--- src/rtl/core/scu_pkg.sv ---
`timescale 1ns / 1ps
// ----------------------------------------------------------------------------
// scu_pkg: shared types, constants and helpers
// Binary32 constants for argument reduction and the polynomials, the
// pipeline stage record, and the leading zero counter used by the FP units.
// ----------------------------------------------------------------------------
package scu_pkg;

   localparam logic [31:0] QNAN_BITS  = 32'h7FC0_0000;
   localparam logic [31:0] FOPI_BITS  = 32'h3FA2_F983;  // 4/pi
   localparam logic [31:0] DP1_BITS   = 32'h3F49_0000;
   localparam logic [31:0] DP2_BITS   = 32'h397D_A000;
   localparam logic [31:0] DP3_BITS   = 32'h3322_2169;
   localparam logic [31:0] PIO4_BITS  = 32'h3F49_0FDB;
   localparam logic [31:0] BIG_BITS   = 32'h4600_0000;  // 8192
   localparam logic [31:0] LIMIT_BITS = 32'h4B7F_FFFF;  // 16777215
   localparam logic [31:0] INF_BITS   = 32'h7F80_0000;
   localparam logic [31:0] SIN0_BITS  = 32'hB94C_A1F9;
   localparam logic [31:0] SIN1_BITS  = 32'h3C08_839E;
   localparam logic [31:0] SIN2_BITS  = 32'hBE2A_AAA3;
   localparam logic [31:0] COS0_BITS  = 32'h37CC_F5CE;
   localparam logic [31:0] COS1_BITS  = 32'hBAB6_061A;
   localparam logic [31:0] COS2_BITS  = 32'h3D2A_AAA5;
   localparam logic [31:0] HALF_BITS  = 32'h3F00_0000;
   localparam logic [31:0] ONE_BITS   = 32'h3F80_0000;
   localparam logic [31:0] SIGN_BIT   = 32'h8000_0000;

   localparam logic [1:0] SPEC_NONE = 2'd0;
   localparam logic [1:0] SPEC_NAN  = 2'd1;
   localparam logic [1:0] SPEC_ZERO = 2'd2;

   typedef struct packed {
      logic        cmd;
      logic [1:0]  spec;
      logic        neg;
      logic        cos_sel;
      logic        big;
      logic [24:0] oct;
      logic [31:0] x;
      logic [31:0] y;
      logic [31:0] r;
      logic [31:0] z;
      logic [31:0] acc;
   } pipe_type;

   function automatic logic [6:0] lzc64(input logic [63:0] v);
      logic [6:0] n;
      logic       found;
      n     = '0;
      found = 1'b0;
      for (int i = 63; i >= 0; i--) begin
         if (!found) begin
            if (v[i]) found = 1'b1;
            else n = n + 7'd1;
         end
      end
      return n;
   endfunction

endpackage

--- src/rtl/core/scu_fmul.sv ---
`timescale 1ns / 1ps
// ----------------------------------------------------------------------------
// scu_fmul: binary32 multiplier
// Combinational product with subnormal support, round to nearest even.
// ----------------------------------------------------------------------------
module scu_fmul (
   input  logic [31:0] op_a,
   input  logic [31:0] op_b,
   output logic [31:0] prod
);

   logic               sgn;
   logic [7:0]         ea, eb;
   logic [23:0]        ma, mb;
   logic [47:0]        p, q, mask;
   logic [6:0]         lz;
   logic signed [11:0] esum, e_norm, shl, rsh;
   logic [11:0]        ebase;
   logic               st_x, rnd;
   logic [23:0]        m24;
   logic [33:0]        pk;

   always_comb begin
      sgn  = op_a[31] ^ op_b[31];
      ea   = (op_a[30:23] == 8'd0) ? 8'd1 : op_a[30:23];
      eb   = (op_b[30:23] == 8'd0) ? 8'd1 : op_b[30:23];
      ma   = {(op_a[30:23] != 8'd0), op_a[22:0]};
      mb   = {(op_b[30:23] != 8'd0), op_b[22:0]};
      p    = ma * mb;
      lz   = scu_pkg::lzc64({p, 16'hFFFF});
      esum = 12'(ea) + 12'(eb);
      e_norm = esum - 12'sd126 - $signed(12'(lz));
      // subnormal result: shift so the field lands at the 2^-149 scale
      if (e_norm >= 12'sd1) shl = $signed(12'(lz));
      else shl = esum - 12'sd127;
      q    = '0;
      st_x = 1'b0;
      rsh  = '0;
      mask = '0;
      if (shl >= 12'sd0) begin
         q = p << shl[5:0];
      end else begin
         rsh = -shl;
         if (rsh >= 12'sd48) begin
            st_x = |p;
         end else begin
            q    = p >> rsh[5:0];
            mask = (48'd1 << rsh[5:0]) - 48'd1;
            st_x = |(p & mask);
         end
      end
      m24   = q[47:24];
      rnd   = q[23] & ((|q[22:0]) | st_x | m24[0]);
      ebase = (e_norm >= 12'sd1) ? 12'(e_norm - 12'sd1) : 12'd0;
      pk    = (34'(ebase) << 23) + 34'(m24) + 34'(rnd);
      if (p == 48'd0) prod = {sgn, 31'd0};
      else if (pk >= 34'(scu_pkg::INF_BITS)) prod = {sgn, scu_pkg::INF_BITS[30:0]};
      else prod = {sgn, pk[30:0]};
   end

endmodule

--- config.mk ---
export PLATFORM = sky130hd
export DESIGN_NAME = scu_fmul
export DESIGN_NICKNAME = d
export VERILOG_FILES = /design/src/rtl/core/scu_pkg.sv /design/src/rtl/core/scu_fmul.sv
export SDC_FILE = /design/constraint.sdc
export NUM_CORES = 2
export LEC_CHECK = 0
export BUFFER_PORTS_ARGS = -buffer_cell sky130_fd_sc_hd__buf_2
export CORE_AREA = 5 5 267 269
export DETAILED_ROUTE_END_ITERATION = 12
export DIE_AREA = 0 0 272 274
export MAX_ROUTING_LAYER = met4
export PLACE_DENSITY = 0.83
export SYNTH_ARGS = -nofsm -noshare
export SYNTH_HDL_FRONTEND = slang
export SYNTH_SLANG_ARGS = --single-unit
--- constraint.sdc ---
create_clock -name vclk -period 37.7
set_input_delay 1.885 -clock vclk [all_inputs]
set_output_delay 1.885 -clock vclk [all_outputs]
set_load 0.01 [all_outputs]
==> report_table.html <==
<table>
<tr><th>Metric</th><th>Value</th></tr>
<tr><th colspan="2">Die</th></tr>
<tr><td>Floorplan die area</td><td>0.0745 sq mm</td></tr>
<tr><td>Total core area</td><td>0.0683 sq mm</td></tr>
<tr><td>Floorplan row count</td><td>96</td></tr>
<tr><td>Number of top-level pins</td><td>96</td></tr>
<tr><td>Horizontal extent of the die</td><td>272 microns</td></tr>
<tr><td>Effective utilization at floorplan</td><td>54.7%</td></tr>
<tr><td>Die Height</td><td>274 microns</td></tr>
<tr><th colspan="2">Timing</th></tr>
<tr><td>Post-route clock period utilization</td><td>97.2%</td></tr>
<tr><td>Final max-slew violation count</td><td>0</td></tr>
<tr><td>Slew Limit Headroom</td><td>20.1%</td></tr>
<tr><td>Max Fclk</td><td>27.3 MHz</td></tr>
<tr><td>Count of endpoints failing setup in the final report</td><td>0</td></tr>
<tr><td>Number of hold violations in the final report</td><td>0</td></tr>
<tr><td>Worst-margin pin slew</td><td>1190 ps</td></tr>
<tr><td>Hold slack final</td><td>4040 ps</td></tr>
<tr><td>Final worst setup slack</td><td>1040 ps</td></tr>
<tr><td>Min cycle time layout</td><td>36660 ps</td></tr>
<tr><th colspan="2">Global routing</th></tr>
<tr><td>Number of global-route vias before repair</td><td>38875</td></tr>
<tr><td>Global-route usage over all layers</td><td>40.6%</td></tr>
<tr><td>Fraction of met3 tracks used by global routing</td><td>7.91%</td></tr>
<tr><td>Largest net degree at the start of global routing</td><td>84</td></tr>
<tr><td>Aggregate global routing overflow</td><td>0</td></tr>
<tr><td>Antenna violations before repair</td><td>2</td></tr>
<tr><td>Global-route wire length before repair</td><td>233000 microns</td></tr>
<tr><td>GR Util met2</td><td>61.5%</td></tr>
<tr><td>Met1 demand-to-capacity share in global routing</td><td>55.4%</td></tr>
<tr><td>Layer with the highest usage</td><td>met2</td></tr>
<tr><th colspan="2">Place</th></tr>
<tr><td>Pre-CTS setup slack</td><td>-489 ps</td></tr>
<tr><td>Placed Cells</td><td>6190</td></tr>
<tr><td>Detailed placement HPWL</td><td>125000 microns</td></tr>
<tr><td>Placed Instance Area</td><td>0.0399 sq mm</td></tr>
<tr><td>GPL Wtd Cong</td><td>1.11</td></tr>
<tr><td>Number of buffers added on ports</td><td>96</td></tr>
<tr><th colspan="2">Critical path</th></tr>
<tr><td>Start point of the critical path</td><td>op_b[24]</td></tr>
<tr><td>Kind of capture point of the worst setup path</td><td>output port</td></tr>
<tr><td>Worst setup path class</td><td>in -&gt; out</td></tr>
<tr><td>Cell occurring most often along the worst timing path</td><td>sky130_fd_sc_hd__ha_1</td></tr>
<tr><td>Required @ worst endpoint</td><td>35810 ps</td></tr>
<tr><td>Critical-path maximum fanout</td><td>17</td></tr>
<tr><td>Crit-path max cell delay</td><td>630 ps</td></tr>
<tr><td>CP Data Arrival Time</td><td>34770 ps</td></tr>
<tr><td>Cell with the biggest individual delay on the critical path</td><td>sky130_fd_sc_hd__or4_4</td></tr>
<tr><td>Kind of launch point of the worst setup path</td><td>input pin</td></tr>
<tr><th colspan="2">Min path</th></tr>
<tr><td>Classification of the worst-slack hold path</td><td>in -&gt; out</td></tr>
<tr><td>Launch instance of the worst min-delay path</td><td>op_a[31]</td></tr>
<tr><th colspan="2">Logic synthesis</th></tr>
<tr><td>Post-synth design cell area</td><td>0.0374 sq mm</td></tr>
<tr><td>Synth Instances</td><td>5243</td></tr>
<tr><td>Total of warnings raised by yosys</td><td>0</td></tr>
<tr><td>Share of the yosys chip area belonging to registers</td><td>0%</td></tr>
<tr><td>Number of unique standard cell types used by synthesis</td><td>113</td></tr>
<tr><td>Mean area per synthesized cell</td><td>7.14 sq um</td></tr>
<tr><td>Library cell with the largest summed area after synthesis</td><td>sky130_fd_sc_hd__fa_1</td></tr>
<tr><td>Number of nets in the synthesized netlist</td><td>6032</td></tr>
<tr><td>Top cells by area, synth</td><td>sky130_fd_sc_hd__fa_1 26%, sky130_fd_sc_hd__nand2_1 8.3%, sky130_fd_sc_hd__ha_1 8.1%</td></tr>
<tr><td>Share of the synthesized area in the top cell type</td><td>25.9%</td></tr>
<tr><th colspan="2">Finish</th></tr>
<tr><td>Post-Layout Inst Area</td><td>0.0417 sq mm</td></tr>
<tr><td>Final cell count without fillers</td><td>6244</td></tr>
<tr><td>Count of flip-flops and latches</td><td>0</td></tr>
<tr><td>Register area</td><td>0 sq um</td></tr>
<tr><td>Fraction of layout instances using a drive strength above 1</td><td>13.7%</td></tr>
<tr><td>Nets@finish</td><td>6152</td></tr>
<tr><td>Area delta synth-&gt;final</td><td>11.4%</td></tr>
<tr><td>Clock buffer count</td><td>0</td></tr>
<tr><th colspan="2">Route</th></tr>
<tr><td>Number of optimization iterations in the first detailed-route pass</td><td>6</td></tr>
<tr><td>Drt total wl</td><td>154000 microns</td></tr>
<tr><td>DRC violation total after the first TritonRoute iteration</td><td>5189</td></tr>
<tr><td>Antenna Nets Post-Route</td><td>0</td></tr>
<tr><td>Average via count per standard cell</td><td>6.53</td></tr>
<tr><td>Number of vias in the routed layout</td><td>40759</td></tr>
<tr><td>Drt drc</td><td>0</td></tr>
<tr><td>Average wire per cell in the routed design</td><td>24.7 microns</td></tr>
<tr><th colspan="2">Job</th></tr>
<tr><td>Max-Cap Viols</td><td>0</td></tr>
<tr><th colspan="2">Status</th></tr>
<tr><td>Status</td><td>finished clean</td></tr>
<tr><th colspan="2">Clock network</th></tr>
<tr><td>Cts-stage hold buffer count</td><td>0</td></tr>
</table>
## Yosys cell counts (15+ instances only)
cell type	n
sky130_fd_sc_hd__o31ai_1	15
sky130_fd_sc_hd__o21ai_1	18
sky130_fd_sc_hd__inv_1	587
sky130_fd_sc_hd__and3_1	40
sky130_fd_sc_hd__nand3_1	118
sky130_fd_sc_hd__and2_1	254
sky130_fd_sc_hd__ha_1	241
sky130_fd_sc_hd__mux2_2	17
sky130_fd_sc_hd__or2_2	25
sky130_fd_sc_hd__o21bai_1	16
sky130_fd_sc_hd__nand4_1	55
sky130_fd_sc_hd__o2111ai_1	19
sky130_fd_sc_hd__clkbuf_1	226
sky130_fd_sc_hd__fa_1	484
sky130_fd_sc_hd__nor2_1	438
sky130_fd_sc_hd__xor2_1	98
sky130_fd_sc_hd__or3_1	31
sky130_fd_sc_hd__nor2b_1	18
sky130_fd_sc_hd__o21a_1	30
sky130_fd_sc_hd__nor4_1	36
sky130_fd_sc_hd__o22ai_1	29
sky130_fd_sc_hd__nand2_1	826
sky130_fd_sc_hd__a211oi_1	51
sky130_fd_sc_hd__nor3_1	129
sky130_fd_sc_hd__a2111oi_0	16
sky130_fd_sc_hd__buf_2	33
sky130_fd_sc_hd__a21oi_1	326
sky130_fd_sc_hd__xnor2_1	139
sky130_fd_sc_hd__buf_4	28
sky130_fd_sc_hd__a31oi_1	31
sky130_fd_sc_hd__a21o_1	46
sky130_fd_sc_hd__buf_1	23
sky130_fd_sc_hd__o211ai_1	47
sky130_fd_sc_hd__mux2i_1	98
sky130_fd_sc_hd__nand2b_1	26
sky130_fd_sc_hd__o21ai_0	300
sky130_fd_sc_hd__a21boi_0	16
## per-layer routing
metal / vias to the layer above / share of wire, %
met5: - / 0
met4: 0 / 4.4
met3: 452 / 12
met2: 2569 / 43
met1: 19845 / 40
li1: 17893 / -
## path summary, 6_finish.rpt
path	endpoint	slack [ps]	cells after the start
worst max-delay path	prod[6]	1040	165
worst min-delay path	prod[31]	4040	3
## area by class of cell
type                            instances  area (sq um)
Inverter                              589          2220
Tap cell                              882          1100
Multi-Input combinational cell       4344         35100
Antenna cell                            1          2.50
Timing Repair Buffer                  428          3250
Fill cell                            6212         26700
## per-stage QoR
stage,util (%),TNS (ps)
2_1_floorplan,-,0
3_3_place_gp,58.4,0
3_5_place_dp,58.4,-6580
4_1_cts,58.6,0
5_1_grt,61.0,-10080
6_report,61.0,0
## worst max-delay path, delay by kind of cell
family | cells | cell delay, ps
fa+ha+maj | 32 | 10520
xor+xnor | 2 | 380
buf+inv | 18 | 2480
mux | 9 | 1900
simple gates | 48 | 7270
compound gates | 56 | 10240
## kinds of logic after synthesis
kind of cell / share of synthesized area [%]
mux: 3.19
xor+xnor: 7.52
buf+inv: 9.50
fa+ha+maj: 34.2
simple gates: 25.9
compound gates: 19.7
## timing repair
item                       CTS  global route
pin swaps                    3           109
cloned                       1             4
gates resized for setup     19           315
setup endpoints to repair   23            31
buffers inserted             3            46
## cells in the final DEF, fill, tap and decap left out, drive strengths merged, types with 46 or more instances in the layout
cell    netlist  final
nand4        56     56
nand2       827    827
fa          484    484
mux2i        99     99
ha          241    241
nor3        132    132
a21oi       330    330
and2        256    256
xnor2       145    145
inv         589    589
a211oi       52     52
nand3       118    118
o211ai       49     49
nor2        439    439
xor2        104    104
a21o         46     46
o21ai       319    319
buf          87    425
Power is not shown: default switching activity piles up to over one toggle a cycle in this logic, so the estimate is an artifact.
